`config.mk`:
```
export PLATFORM = sky130hd
export DESIGN_NAME = compass_heading_minmax_calibrated
export DESIGN_NICKNAME = d
export VERILOG_FILES = /design/src/chmc_pkg.sv /design/src/compass_heading_minmax_calibrated.sv /design/src/chmc_ctrl.sv /design/src/chmc_dp.sv
export SDC_FILE = /design/constraint.sdc
export NUM_CORES = 2
export LEC_CHECK = 0
export BUFFER_PORTS_ARGS = -buffer_cell sky130_fd_sc_hd__buf_2
export CORE_MARGIN = 1
export CORE_UTILIZATION = 29
export CTS_CLUSTER_SIZE = 14
export DETAILED_ROUTE_END_ITERATION = 7
export PLACE_DENSITY = 0.43
export SETUP_SLACK_MARGIN = 0.5
export SLEW_MARGIN = 20
export SYNTH_ARGS = -nofsm -noshare
export SYNTH_HDL_FRONTEND = slang
export SYNTH_SLANG_ARGS = --single-unit
```
`constraint.sdc`:
```
create_clock -name clk -period 18.3 [get_ports clk]
set_input_delay 4.575 -clock clk [delete_from_list [all_inputs] [get_ports clk]]
set_output_delay 4.575 -clock clk [all_outputs]
set_load 0.03 [all_outputs]
```
`src/chmc_pkg.sv`:
```
// Shared types, constants and the arctangent table for the compass heading block.
package chmc_pkg;

    localparam int CORDIC_STEPS = 24;
    localparam int IDX_W        = 5;
    localparam int PROD_W       = 34;
    localparam int CW           = 60;
    localparam int ZW           = 26;

    typedef enum logic [2:0] {
        ST_IDLE,
        ST_SPAN,
        ST_MUL1,
        ST_MUL2,
        ST_PREP,
        ST_ITER,
        ST_FINISH
    } state_t;

    typedef struct packed {
        logic load;
        logic span;
        logic mul_px;
        logic mul_py;
        logic prep;
        logic iter;
        logic finish;
    } ctrl_t;

    typedef struct packed {
        logic zero_span;
        logic special;
        logic last_step;
    } stat_t;

    // atan(2^-i) in degrees scaled by 65536, rounded to nearest.
    function automatic logic [21:0] atan_q16(input logic [IDX_W-1:0] i);
        logic [21:0] v;
        begin
            unique case (i)
                5'd0:  v = 22'd2949120;
                5'd1:  v = 22'd1740967;
                5'd2:  v = 22'd919879;
                5'd3:  v = 22'd466945;
                5'd4:  v = 22'd234379;
                5'd5:  v = 22'd117304;
                5'd6:  v = 22'd58666;
                5'd7:  v = 22'd29335;
                5'd8:  v = 22'd14668;
                5'd9:  v = 22'd7334;
                5'd10: v = 22'd3667;
                5'd11: v = 22'd1833;
                5'd12: v = 22'd917;
                5'd13: v = 22'd458;
                5'd14: v = 22'd229;
                5'd15: v = 22'd115;
                5'd16: v = 22'd57;
                5'd17: v = 22'd29;
                5'd18: v = 22'd14;
                5'd19: v = 22'd7;
                5'd20: v = 22'd4;
                5'd21: v = 22'd2;
                5'd22: v = 22'd1;
                default: v = 22'd0;
            endcase
            return v;
        end
    endfunction

endpackage

```
`src/compass_heading_minmax_calibrated.sv`:
```
// Top level of the min/max calibrated compass heading block.
//
//  channel | handshake              | payload
//  input   | in_valid / in_ready    | command, mag_x, mag_y
//  output  | out_valid / out_ready  | heading_deg, heading_valid
//
// One item at a time: a sample steps through span, two products, prep and the
// iterative CORDIC loop of CORDIC_STEPS steps; clears, zero spans and exact axis
// or diagonal directions skip the loop. Reset zeroes the calibration bounds.
// A finished result waits in the output register while the next item is taken;
// the block holds its result only when a second result is ready before it leaves.
module compass_heading_minmax_calibrated (
    input  logic               clk,
    input  logic               rst_n,
    input  logic               in_valid,
    output logic               in_ready,
    input  logic               command,
    input  logic signed [15:0] mag_x,
    input  logic signed [15:0] mag_y,
    output logic               out_valid,
    input  logic               out_ready,
    output logic        [8:0]  heading_deg,
    output logic               heading_valid
);
    import chmc_pkg::*;

    ctrl_t ctrl;
    stat_t stat;

    chmc_ctrl u_ctrl (
        .clk       (clk),
        .rst_n     (rst_n),
        .in_valid  (in_valid),
        .in_ready  (in_ready),
        .command   (command),
        .out_valid (out_valid),
        .out_ready (out_ready),
        .stat      (stat),
        .ctrl      (ctrl)
    );

    chmc_dp u_dp (
        .clk           (clk),
        .rst_n         (rst_n),
        .ctrl          (ctrl),
        .stat          (stat),
        .command       (command),
        .mag_x         (mag_x),
        .mag_y         (mag_y),
        .heading_deg   (heading_deg),
        .heading_valid (heading_valid)
    );

`ifndef SYNTHESIS
    a_valid_range: assert property (@(posedge clk) disable iff (!rst_n)
        (out_valid && heading_valid) |-> (heading_deg != 9'd0 && heading_deg <= 9'd360))
        else $error("valid heading outside 1..360");
    a_invalid_zero: assert property (@(posedge clk) disable iff (!rst_n)
        (out_valid && !heading_valid) |-> (heading_deg == 9'd0))
        else $error("invalid result with nonzero heading");
    a_busy: assert property (@(posedge clk) disable iff (!rst_n)
        (in_valid && in_ready) |=> !in_ready)
        else $error("input taken while an item is in progress");
`endif

endmodule

```
`src/chmc_ctrl.sv`:
```
// Sequencer for the compass heading block: handshakes and step commands.
module chmc_ctrl (
    input  logic           clk,
    input  logic           rst_n,
    input  logic           in_valid,
    output logic           in_ready,
    input  logic           command,
    output logic           out_valid,
    input  logic           out_ready,
    input  chmc_pkg::stat_t stat,
    output chmc_pkg::ctrl_t ctrl
);
    import chmc_pkg::*;

    state_t state_reg, state_next;
    logic   out_valid_reg, out_valid_next;

    always_ff @(posedge clk or negedge rst_n)
    begin
        if (!rst_n)
        begin
            state_reg     <= ST_IDLE;
            out_valid_reg <= 1'b0;
        end
        else
        begin
            state_reg     <= state_next;
            out_valid_reg <= out_valid_next;
        end
    end

    always_comb
    begin
        state_next = state_reg;
        ctrl       = '0;
        in_ready   = 1'b0;
        unique case (state_reg)
            ST_IDLE:
            begin
                in_ready = 1'b1;
                if (in_valid)
                begin
                    ctrl.load  = 1'b1;
                    state_next = command ? ST_FINISH : ST_SPAN;
                end
            end
            ST_SPAN:
            begin
                ctrl.span  = 1'b1;
                state_next = ST_MUL1;
            end
            ST_MUL1:
            begin
                if (stat.zero_span)
                    state_next = ST_FINISH;
                else
                begin
                    ctrl.mul_px = 1'b1;
                    state_next  = ST_MUL2;
                end
            end
            ST_MUL2:
            begin
                ctrl.mul_py = 1'b1;
                state_next  = ST_PREP;
            end
            ST_PREP:
            begin
                ctrl.prep  = 1'b1;
                state_next = stat.special ? ST_FINISH : ST_ITER;
            end
            ST_ITER:
            begin
                ctrl.iter = 1'b1;
                if (stat.last_step)
                    state_next = ST_FINISH;
            end
            ST_FINISH:
            begin
                // The result register is free once the previous item has left.
                if (!out_valid_reg || out_ready)
                begin
                    ctrl.finish = 1'b1;
                    state_next  = ST_IDLE;
                end
            end
            default: state_next = ST_IDLE;
        endcase
    end

    always_comb
    begin
        out_valid_next = out_valid_reg;
        if (out_valid_reg && out_ready)
            out_valid_next = 1'b0;
        if (ctrl.finish)
            out_valid_next = 1'b1;
    end

    assign out_valid = out_valid_reg;

endmodule

```
`src/chmc_dp.sv`:
```
// Datapath: calibration bounds, centering, products, CORDIC and result register.
module chmc_dp (
    input  logic               clk,
    input  logic               rst_n,
    input  chmc_pkg::ctrl_t    ctrl,
    output chmc_pkg::stat_t    stat,
    input  logic               command,
    input  logic signed [15:0] mag_x,
    input  logic signed [15:0] mag_y,
    output logic        [8:0]  heading_deg,
    output logic               heading_valid
);
    import chmc_pkg::*;

    logic signed [15:0] x_min_reg, x_max_reg, y_min_reg, y_max_reg;
    logic signed [15:0] x_reg, y_reg;
    logic               clr_reg;
    logic        [16:0] span_x_reg, span_y_reg;
    logic signed [16:0] dx_reg, dy_reg;
    logic signed [PROD_W-1:0] px_reg, py_reg;
    logic signed [CW-1:0] cx_reg, cy_reg;
    logic signed [ZW-1:0] z_reg;
    logic        [IDX_W-1:0] idx_reg;
    logic               special_reg;
    logic signed [9:0]  spec_deg_reg;
    logic        [8:0]  heading_reg;
    logic               hvalid_reg;

    // Bounds reset to zero, so the state is control-like and gets a reset.
    always_ff @(posedge clk or negedge rst_n)
    begin
        if (!rst_n)
        begin
            x_min_reg <= '0;
            x_max_reg <= '0;
            y_min_reg <= '0;
            y_max_reg <= '0;
        end
        else if (ctrl.load)
        begin
            if (command)
            begin
                x_min_reg <= '0;
                x_max_reg <= '0;
                y_min_reg <= '0;
                y_max_reg <= '0;
            end
            else
            begin
                if (mag_x < x_min_reg) x_min_reg <= mag_x;
                if (mag_x > x_max_reg) x_max_reg <= mag_x;
                if (mag_y < y_min_reg) y_min_reg <= mag_y;
                if (mag_y > y_max_reg) y_max_reg <= mag_y;
            end
        end
    end

    // Centering arithmetic.
    logic signed [16:0] sum_x, sum_y, mid_x, mid_y, sum_xc, sum_yc, dif_x, dif_y;
    always_comb
    begin
        sum_x  = 17'(x_max_reg) + 17'(x_min_reg);
        sum_y  = 17'(y_max_reg) + 17'(y_min_reg);
        // The arithmetic shift floors: bias negative sums by one first so halving truncates toward zero.
        sum_xc = sum_x + {16'd0, sum_x[16]};
        sum_yc = sum_y + {16'd0, sum_y[16]};
        mid_x  = sum_xc >>> 1;
        mid_y  = sum_yc >>> 1;
        dif_x  = 17'(x_max_reg) - 17'(x_min_reg);
        dif_y  = 17'(y_max_reg) - 17'(y_min_reg);
    end

    // One shared multiplier for both cross products.
    logic signed [16:0] mul_a;
    logic signed [17:0] mul_b;
    logic signed [34:0] mul_p;
    always_comb
    begin
        mul_a = ctrl.mul_py ? dy_reg : dx_reg;
        mul_b = ctrl.mul_py ? $signed({1'b0, span_x_reg}) : $signed({1'b0, span_y_reg});
        mul_p = 35'(mul_a) * 35'(mul_b);
    end

    // Direct angles and quarter-turn pre-rotation.
    logic               spec;
    logic signed [9:0]  spec_deg;
    logic signed [CW-1:0] sx, sy;
    always_comb
    begin
        spec     = 1'b1;
        spec_deg = 10'sd0;
        if (py_reg == '0)
            spec_deg = px_reg[PROD_W-1] ? 10'sd180 : 10'sd0;
        else if (px_reg == '0)
            spec_deg = py_reg[PROD_W-1] ? -10'sd90 : 10'sd90;
        else if (px_reg == py_reg)
            spec_deg = px_reg[PROD_W-1] ? -10'sd135 : 10'sd45;
        else if (px_reg == -py_reg)
            spec_deg = px_reg[PROD_W-1] ? 10'sd135 : -10'sd45;
        else
            spec = 1'b0;
        sx = {{(CW-PROD_W-24){px_reg[PROD_W-1]}}, px_reg, 24'd0};
        sy = {{(CW-PROD_W-24){py_reg[PROD_W-1]}}, py_reg, 24'd0};
    end

    logic signed [CW-1:0] xs, ys;
    logic signed [ZW-1:0] az;
    always_comb
    begin
        xs = cx_reg >>> idx_reg;
        ys = cy_reg >>> idx_reg;
        az = $signed({4'd0, atan_q16(idx_reg)});
    end

    // Angle truncated toward zero, then folded into 1..360.
    logic signed [9:0] zdeg, deg;
    logic        [9:0] deg_pos;
    always_comb
    begin
        zdeg = z_reg[ZW-1:16];
        if (z_reg[ZW-1] && (z_reg[15:0] != 16'd0))
            zdeg = zdeg + 10'sd1;
        deg     = special_reg ? spec_deg_reg : zdeg;
        deg_pos = (deg <= 10'sd0) ? 10'(deg + 10'sd360) : 10'(deg);
    end

    always_ff @(posedge clk)
    begin
        if (ctrl.load)
        begin
            x_reg       <= mag_x;
            y_reg       <= mag_y;
            clr_reg     <= command;
            special_reg <= 1'b0;
        end
        if (ctrl.span)
        begin
            span_x_reg <= dif_x;
            span_y_reg <= dif_y;
            dx_reg     <= 17'(x_reg) - mid_x;
            dy_reg     <= 17'(y_reg) - mid_y;
        end
        if (ctrl.mul_px)
            px_reg <= mul_p[PROD_W-1:0];
        if (ctrl.mul_py)
            py_reg <= mul_p[PROD_W-1:0];
        if (ctrl.prep)
        begin
            special_reg  <= spec;
            spec_deg_reg <= spec_deg;
            idx_reg      <= '0;
            if (sx[CW-1])
            begin
                if (!sy[CW-1])
                begin
                    cx_reg <= sy;
                    cy_reg <= -sx;
                    z_reg  <= ZW'(90 * 65536);
                end
                else
                begin
                    cx_reg <= -sy;
                    cy_reg <= sx;
                    z_reg  <= -ZW'(90 * 65536);
                end
            end
            else
            begin
                cx_reg <= sx;
                cy_reg <= sy;
                z_reg  <= '0;
            end
        end
        if (ctrl.iter)
        begin
            idx_reg <= idx_reg + 1'b1;
            if (!cy_reg[CW-1])
            begin
                cx_reg <= cx_reg + ys;
                cy_reg <= cy_reg - xs;
                z_reg  <= z_reg + az;
            end
            else
            begin
                cx_reg <= cx_reg - ys;
                cy_reg <= cy_reg + xs;
                z_reg  <= z_reg - az;
            end
        end
        if (ctrl.finish)
        begin
            if (clr_reg || (span_x_reg == '0) || (span_y_reg == '0))
            begin
                heading_reg <= '0;
                hvalid_reg  <= 1'b0;
            end
            else
            begin
                heading_reg <= deg_pos[8:0];
                hvalid_reg  <= 1'b1;
            end
        end
    end

    assign stat.zero_span = (span_x_reg == '0) || (span_y_reg == '0);
    assign stat.special   = spec;
    assign stat.last_step = (idx_reg == IDX_W'(CORDIC_STEPS - 1));
    assign heading_deg    = heading_reg;
    assign heading_valid  = hvalid_reg;

endmodule
```
==> results.yml <==
run_status:
  status: "finished clean"
routing:
  wl_mm: 208.9
  ant_nets: 0
  routed.top_layer: "met5"
  wl_met2_mm: 99.15
  first_pass_iters: 6
  dr_wl_met3_mm: 9.006
  drt-wirelength-per-cell_um: 23.93
  drt-vias-per-instance: 5.451
  vias: 47600
  route.detailed.drc: 0
  met1_length_mm: 89.50
  drtIter0Drc: 3726
worst_setup_path:
  critPathLaunch: "u_dp.idx_reg[1]"
  rr_worst_depth: 25
  worst_setup_path_end_kind: "flop"
  rrSetupSlack_ps: 8530
  required_ps: 18740
  cp-start-kind: "flop"
  worst_path_max_delay_cell: "buf_4"
  worstSetupPathType: "reg2reg"
  cpPeakStageDelay_ps: 750
  cp.arrival_ps: 10210
  rr_endpoint: "u_dp.cy_reg[52]"
  cp_max_fo: 52
  r2r-start: "u_dp.idx_reg[1]"
synth:
  netlist_instances: 6282
  synth_most_common_cell: "nor2_1"
  synth_edf_count: 340
  yosysWarnings: 0
  synth_cell_types: 119
  synth.top_cell.area_share_pct: 18.38
  ys_seq_area_share_pct: 22.24
  ys_seq_elements: 430
  async_flop_share_pct: 15.81
  yosysTopAreaCell: "edfxtp_1"
  synth_area_um2: 55540
  syn_area_per_cell_um2: 8.841
  syn_nets: 6995
  synth_top_flop_cell: "edfxtp_1"
  synth_area_leaders: "edfxtp_1 (18%), ha_1 (10%), fa_1 (8.4%)"
  ys_top_cells_by_count: "nor2_1 (618), nand2_1 (610), inv_1 (476)"
final_layout:
  fillers: 20010
  stdcell_count: 8732
  area_delta_synth_final_pct: 8.218
  drive_gt1_share_pct: 9.316
  fin_nets: 6880
place:
  dp.cells: 8620
  port_buffers: 48
  dp_hpwl_mm: 165.7
  gp_congestion: 0.9842
floorplan:
  coreArea_um2: 190200
  start_util_pct: 29.20
  die_w_um: 439.6
  rows: 160
  fp.dieH_um: 439.6
  dieArea_um2: 193300
  ioPinCount: 49
worst_hold_path:
  hold_start: "u_dp.x_min_reg[11]"
  hp-class: "reg2reg"
  holdPathStages: 1
  whs_endpoint: "u_dp.x_min_reg[11]"
global_route:
  grt_pass1_wl_mm: 308.3
  grt_use_total_pct: 21.04
  grt_pass1_vias: 46560
  grt_max_degree: 121
  antenna_found_initial: 9
  grt.overflow.total: 0
clock_network:
  cts_buffers: 56
  root_buffer: "clkbuf_16"
  holdBufCountCts: 0
  worst_skew_pair.late_latency_ps: 720
  clk_pin_slew_worst_paths_ps: 70
  cts_sinks: 430
  postCtsResizedCells: 0
  htreeDepth: 2
  clk_path_buf_depth: 3
  post_cts_buffers: 0
  tritoncts: "yes"
sta:
  fin_crit_sh_pct: 53.41
  fin_tns_setup_ps: 0
  drv_slew: 0
  slew_headroom_pct: 19.38
  setup_viol: 0
  worstMarginPinSlew_ps: 1209
  min_period_ps: 9775
  finalHoldViolCount: 0
  skew_ps: 71.49
  fmax_mhz: 102.3
  rsz0062_at_grt: "false"
run:
  max_cap_viol_count: 0
-- routing by layer --
layer / vias to the layer above / global-route usage (%)
li1: 22420 / -
met1: 23480 / 26.84
met2: 1338 / 35.44
met3: 358 / 2.041
met4: 6 / 10.27
met5: - / 0
-- per-stage QoR --
stage	util (%)	instance area (um^2)	worst slack, ps	hold WS, ps
floorplan	-	55540	9962	507.6
global route	31.60	60090	8188	562.2
detailed placement	30.60	58200	8657	533.4
CTS	31.59	60090	8681	547.3
finish	31.60	60100	8525	545.2
global placement	30.59	58180	8699	528.4
-- worst max-delay path, delay by kind of cell (launching register included) --
| kind | cells | cell delay [ps] |
|---|---|---|
| flops | 1 | 320 |
| compound gates | 12 | 3590 |
| buf+inv | 5 | 2310 |
| simple gates | 1 | 500 |
| mux | 3 | 1520 |
| xor+xnor | 2 | 660 |
| fa+ha+maj | 2 | 570 |
-- cell type report --
| cell class | instances | area (um^2) | share of cell area, % |
|---|---|---|---|
| tap | 2511 | 3142 | 5.227 |
| sequential | 430 | 12350 | 20.55 |
| clock buffer | 71 | 1488 | 2.475 |
| clock inverter | 35 | 394.1 | 0.6557 |
| multi-input combinational | 5052 | 39900 | 66.39 |
| timing repair buffer | 145 | 980.9 | 1.632 |
| inverter | 482 | 1831 | 3.046 |
| antenna | 6 | 15.01 | 0.02498 |
-- worst max path at each step --
stage                 endpoint  slack, ps  cells after the start
2_1_floorplan  u_dp.px_reg[33]       9960                     30
3_3_place_gp   u_dp.cy_reg[52]       8700                     27
3_5_place_dp   u_dp.cy_reg[52]       8660                     27
4_1_cts        u_dp.cy_reg[52]       8680                     27
5_1_grt        u_dp.cy_reg[52]       8190                     27
6_report       u_dp.cy_reg[52]       8530                     25
-- placed cells by master, fill, tap and decap left out, types with 176 or more instances in the layout --
cell / instances
o21ai_0: 319
fa_1: 233
nor2_1: 617
mux2i_1: 176
nand2_1: 609
edfxtp_1: 340
ha_1: 443
inv_1: 473
xnor2_1: 305
a21oi_1: 359
xor2_1: 180
-- cells by family (layout without fill, tap and decap cells) --
family,after synthesis,after routing,synth area share [%]
flip-flops,430,430,22.24
XOR/XNOR,485,485,7.648
multiplexers,467,467,12.07
adder cells (fa/ha/maj),676,676,18.38
AND/OR/NAND/NOR,1984,1984,16.82
buffers and inverters,800,733,6.080
AO/OA/AOI/OAI,1440,1440,16.77
other,0,6,0
Power is left out: the tool's default activity adds up to more than one toggle a clock period on the data nets, which glitch-free logic cannot reach.
